`config.mk`:
```
export PLATFORM = sky130hd
export DESIGN_NAME = wrs_cell
export DESIGN_NICKNAME = d
export VERILOG_FILES = /design/src/rtl/core/wrs_pkg.sv /design/src/rtl/core/wrs_cell.sv
export SDC_FILE = /design/constraint.sdc
export NUM_CORES = 1
export LEC_CHECK = 0
export ABC_AREA = 1
export BUFFER_PORTS_ARGS = -buffer_cell sky130_fd_sc_hd__buf_2
export CAP_MARGIN = 10
export CORE_ASPECT_RATIO = 2
export CORE_MARGIN = 1
export CORE_UTILIZATION = 47
export DETAILED_ROUTE_END_ITERATION = 16
export PLACE_DENSITY = 0.87
export SETUP_SLACK_MARGIN = 0.1
export SLEW_MARGIN = 20
export SYNTH_ARGS = -nofsm -noshare
export SYNTH_HDL_FRONTEND = slang
export SYNTH_SLANG_ARGS = --single-unit
```
`constraint.sdc`:
```
create_clock -name clk -period 4.32 [get_ports clk]
set_clock_uncertainty 0.05 [all_clocks]
set_input_delay 0.216 -clock clk [delete_from_list [all_inputs] [get_ports clk]]
set_output_delay 0.216 -clock clk [all_outputs]
set_load 0.005 [all_outputs]
```
`src/rtl/core/wrs_pkg.sv`:
```
// types, widths and codes for the weighted roulette selector
// no dependencies
package wrs_pkg;

	localparam int DEPTH    = 64;
	localparam int ID_W     = 16;
	localparam int WEIGHT_W = 20;
	localparam int SUM_W    = 26;
	localparam int COUNT_W  = 7;
	localparam int IDX_W    = (DEPTH > 1) ? $clog2(DEPTH) : 1;
	localparam int CNT_W    = $clog2(DEPTH + 1);
	localparam int ACC_W    = WEIGHT_W + IDX_W;
	localparam int CMP_W    = (ACC_W > SUM_W) ? ACC_W : SUM_W;

	typedef enum logic [1:0] {
		FN_INSERT = 2'd0,
		FN_SELECT = 2'd1,
		FN_CLEAR  = 2'd2,
		FN_NOP    = 2'd3
	} func_t;

	typedef enum logic [1:0] {
		CM_HOLD,
		CM_INSERT,
		CM_ROTATE
	} cell_mode_t;

	typedef enum logic [1:0] {
		ST_IDLE,
		ST_EXEC,
		ST_WALK,
		ST_FIN
	} state_t;

	typedef struct packed {
		logic [ID_W-1:0]     id;
		logic [WEIGHT_W-1:0] weight;
	} entry_t;

	typedef struct packed {
		cell_mode_t          mode;
		logic [ID_W-1:0]     id;
		logic [WEIGHT_W-1:0] weight;
	} cell_ctl_t;

endpackage

```
`src/rtl/core/wrs_cell.sv`:
```
// one table slot of the sorted chain: holds an entry, shifts on insert, rotates on walk
// depends on wrs_pkg
module wrs_cell
	import wrs_pkg::*;
(
	input  logic      clk,
	input  cell_ctl_t ctl,
	input  logic      occupied,
	input  logic      prev_keep,
	input  entry_t    prev_entry,
	input  entry_t    next_entry,
	output logic      keep,
	output entry_t    entry
);

	entry_t entry_q;

	// slot stays put when it outranks or ties the new weight
	assign keep  = occupied && (entry_q.weight >= ctl.weight);
	assign entry = entry_q;

	always_ff @(posedge clk) begin
		case (ctl.mode)
			CM_INSERT: begin
				if (!keep) begin
					if (prev_keep) begin
						entry_q <= '{id: ctl.id, weight: ctl.weight};
					end else begin
						entry_q <= prev_entry;
					end
				end
			end
			CM_ROTATE: begin
				entry_q <= next_entry;
			end
			default: begin
				entry_q <= entry_q;
			end
		endcase
	end

endmodule

```
# After elaboration in Yosys (flattened, before gate mapping)
# Index checks and enable logic that the tools add are counted.
# word_totals
elab_cells	12
ramBits	0
latchBits	0
input_bits	113
ff_bits	36
mem_count	0
output_inout_bits	37
mem_bits_ro	0
# op_classes
mul	0
bitwise	0
eq_ne	3
add_sub_neg	0
n_lt_le_gt_ge	1
div	0
muxes	3
reduce_logical	3
shifts	0
# ops
op	count
$mux 36	2
$pmux 36 s2	1
$ge 20x20->1	1
$eq 2x1->1 const B	1
$eq 2x2->1 const B	1
$ne 2x2->1 const B	1
$reduce_and 2->1	1
$reduce_bool 2->1	1
$logic_and 1x1->1	1

# Logic depth before layout (Yosys ltp)
# logic_depth
ltp_word	4
ltp_mapped	13
ltp_nobuf	13

# Worst setup path after synthesis
# Ideal clock, no wire load.
# synth_timing
kind	register to register
start	reg entry_q, in the netlist entry[11]
end	reg entry_q, in the netlist entry[0], enable pin
setup_slack_ps	1839
setup_ps	394
required_ps	3876
arrival_time_ps	2037
path_buffers	0
path_stages_with_launch	10
synth_period_minus_slack_ps	2481
path_cell_list	edfxtp_1 -> ha_1 -> a21o_2 -> nor2_1 -> nand2_1 -> nand2_1 -> nand4_1 -> nand2_1 -> nand2_1 -> nand2_1
# synth_between
elab_chain_len	4
# synth_lines
item	line_no	source
start, declared	wrs_cell.sv:16	entry_t entry_q;
start signal, assigned	wrs_cell.sv:27	entry_q <= '{id: ctl.id, weight: ctl.weight};
start signal, assigned	wrs_cell.sv:29	entry_q <= prev_entry;
start signal, assigned	wrs_cell.sv:34	entry_q <= next_entry;
$ge 20x20->1	wrs_cell.sv:19	assign keep = occupied && (entry_q.weight >= ctl.weight);
$logic_and 1x1->1	wrs_cell.sv:19	
$ne 2x2->1 (no source line)	-	
$reduce_and 2->1 (no source line)	-	
# Every way passes these cells.
# A chain may end at the register's enable or synchronous reset.

# Final worst setup path
# layout_timing
start	reg entry_q, in the netlist entry[19]
end	reg entry_q, in the netlist entry[23], enable pin
# Same word-level chain as after synthesis.

==> metrics.md <==
| Metric | Value |
|---|---|
| Arrival time worst endpoint | `~2.7 ns` |
| Worst Tran Pin Value | `0.925 ns` |
| Number of flip-flops in the largest register | `36` |
| RSZ-0062 raised after global routing | `no` |
| Setup TNS | `0 ns` |
| Max VDD drop | `between 0.0003 and 0.0004 V` |
| Period utilization | `around 63%` |
| CTS tree | `yes` |
| H-tree levels | `2` |
| Post-CTS Setup Bufs | `0` |
| # fillers | `435` |
| Number of global-route vias before repair | `2346` |
| Min Clock Period, post-route | `around 2.7 ns` |
| Initial DRC count | `29` |
| Layout overhead on the synthesized area | `34.8%` |
| Startpoint type of the worst setup path | `flop` |
| Synth top area cells | `edfxtp_1, nand2_1, ha_1` |
| Synthesized area | `2410 sq um` |
| Post-Syn Nets | `435` |
| DRT antenna net count | `0` |
| CP max stage delay | `approximately 0.67 ns` |
| Final count of hold timing violations | `0` |
| Max Cap Viol | `0` |
| Placer Congestion | `roughly 0.83` |
| Root buffer cell | `clkbuf_8` |
| Post-synthesis register bit count | `36` |
| Crit path launch | `entry[19]` |
| Die width | `52.6 um` |
| Most used cell, CP | `nand2_1` |
| CTS clk-pin slew, worst paths | `approximately 0.070 ns` |
| CP Capture Type | `flop` |
| Most frequent cells in the layout | `buf_2, nand2_1, nor2_1, edfxtp_1, inv_1` |
| P_leak | `1.70 nW` |
| Slew Viols, Final | `0` |
| Vias | `2539` |
| Antenna cells | `0` |
| Largest net degree at the start of global routing | `73` |
| Endpoints failing setup | `0` |
| Crit path max-delay family | `simple AND/OR/NAND/NOR gates` |
| Most common cell after layout, fill and taps aside | `buf_2` |
| DP Worst Slack | `1.55 ns` |
| Die area | `~5400 sq um` |
| Inserted Clock Buffers | `5` |
| Post-CTS Resized | `0` |
| Layout cells sized above 1 | `36.9%` |
| CP Cell Sequence | `ha_1 -> nand2_2 -> inv_1 -> nand2_1 -> nand2_1 -> a21oi_1 -> nand4_1 -> nand2_1 -> nand2_1 -> nand2_1 -> buf_4` |
| Max Clk Rate | `368 MHz` |
| PortBufs | `149` |
| Core area | `4910 sq um` |
| Min-delay src | `next_entry[15]` |
| WL/cell | `approximately 12 um` |
| Final wirelength | `6280 um` |
| Post-synth top area cell | `edfxtp_1` |
| Die height | `103 um` |
| Grt ovf | `0` |
| Syn avg cell area | `7.98 sq um` |
| Kind of critical path | `flop to flop` |
| Starting Density | `49.1%` |
| Yosys cell types | `22` |
| FP Rows | `36` |
| Cell count after synthesis | `302` |
| Register area | `1080 sq um` |
| Bufs on Longest Clock Path | `2` |
| Final instance area | `3250 sq um` |
| CP max-delay cell | `nand2_1` |
| Multi-input logic area | `1130 sq um` |
| First-pass GRT wire length | `about 9700 um` |
| Io pins | `150` |
| # clock sinks | `36` |
| Synthesis Warnings | `0` |
| Final WS setup | `about 1.6 ns` |
| Register area share after synthesis | `~45%` |
| Vias per Instance | `5.04` |
| CP max FO | `22` |
| Initial antenna violation count | `0` |
| Placed inst area | `3170 sq um` |
| Hold buffers post-CTS | `0` |
| PD cells | `275 nW/um^2` |
| Clk_lat worst skew | `approximately 0.28 ns` |
| Share of the synthesized area in the top cell type | `44.9%` |
| CP required | `4.25 ns` |
| RR Startpoint | `entry[19]` |
| Crit path buffers/inverters | `2` |
| GRT Overall Usage | `24.6%` |
| Pre-Repair DR Iteration Count | `4` |
| Final HPWL DP | `5030 um` |
| Hold Crit Class | `primary input to flop` |
| Residual DRC | `0` |
| Rel. slew slack | `between 30% and 40%` |
| Final nets | `about 580` |
| Status | `finished, final reports clean` |
synthesized netlist by cell type:
master,n
nand2_2,3
ha_1,20
buf_1,1
inv_4,1
nor2_2,2
inv_2,1
o21ai_1,1
nor2_4,1
o21bai_1,1
edfxtp_1,36
a21oi_1,25
nor2_1,62
a21o_2,1
clkbuf_1,1
nand2_1,68
a31oi_1,17
buf_4,3
buf_2,8
inv_1,30
o21ai_0,18
nand4_1,1
clkbuf_2,1
area by class of cell:
cell class / instances / area share (%)
Clock inverter: 1 / 0.116
Multi-Input combinational cell: 220 / 34.8
Sequential cell: 36 / 33.3
Inverter: 32 / 3.78
Clock buffer: 7 / 2.35
Tap cell: 57 / 2.20
Timing Repair Buffer: 151 / 23.4
metrics by stage:
stage | power, mW | std cells | utilization, % | hold slack, ns
2_1_floorplan | 0.571 | 302 | - | 0.381
3_3_place_gp | 0.669 | 496 | 64.5 | 0.475
3_5_place_dp | 0.681 | 496 | 64.5 | 0.480
4_1_cts | 0.902 | 504 | 66.1 | 0.182
5_1_grt | 0.947 | 504 | 66.1 | 0.202
6_report | 0.893 | 504 | 66.1 | 0.196
layer usage:
metal,routed length [um],track usage [%],vias to the layer above
met1,2040,22.6,1135
met3,401,5.99,18
met4,194,12.3,0
met2,3650,47.2,97
met5,0,0,-
li1,-,-,1289
power by group:
part	switching (mW)	total [mW]	internal, mW
Sequential	0.0121	0.440	0.428
Combinational	0.127	0.233	0.106
Clock	0.109	0.221	0.112
Total	0.248	0.893	0.645
path summary, 6_finish.rpt:
kind               end  slack, ns  depth (start not counted)
max          entry[23]       1.60                         11
min          entry[15]       0.20                          3
max reg2reg  entry[23]       1.60                         11
min reg2reg  entry[10]       1.66                          8
kinds of logic after synthesis:
logic type      count (synthesis)  synth area share, %
compound gates                 63                 14.2
fa+ha+maj                      20                 10.4
buf+inv                        46                 8.21
flops                          36                 44.9
simple gates                  137                 22.3
worst min-delay path: stages:
cell	delay [ns]
buf_2	0.08
nor2_1	0.04
nor2_1	0.08
No activity file was read; power rests on OpenSTA's default activity.
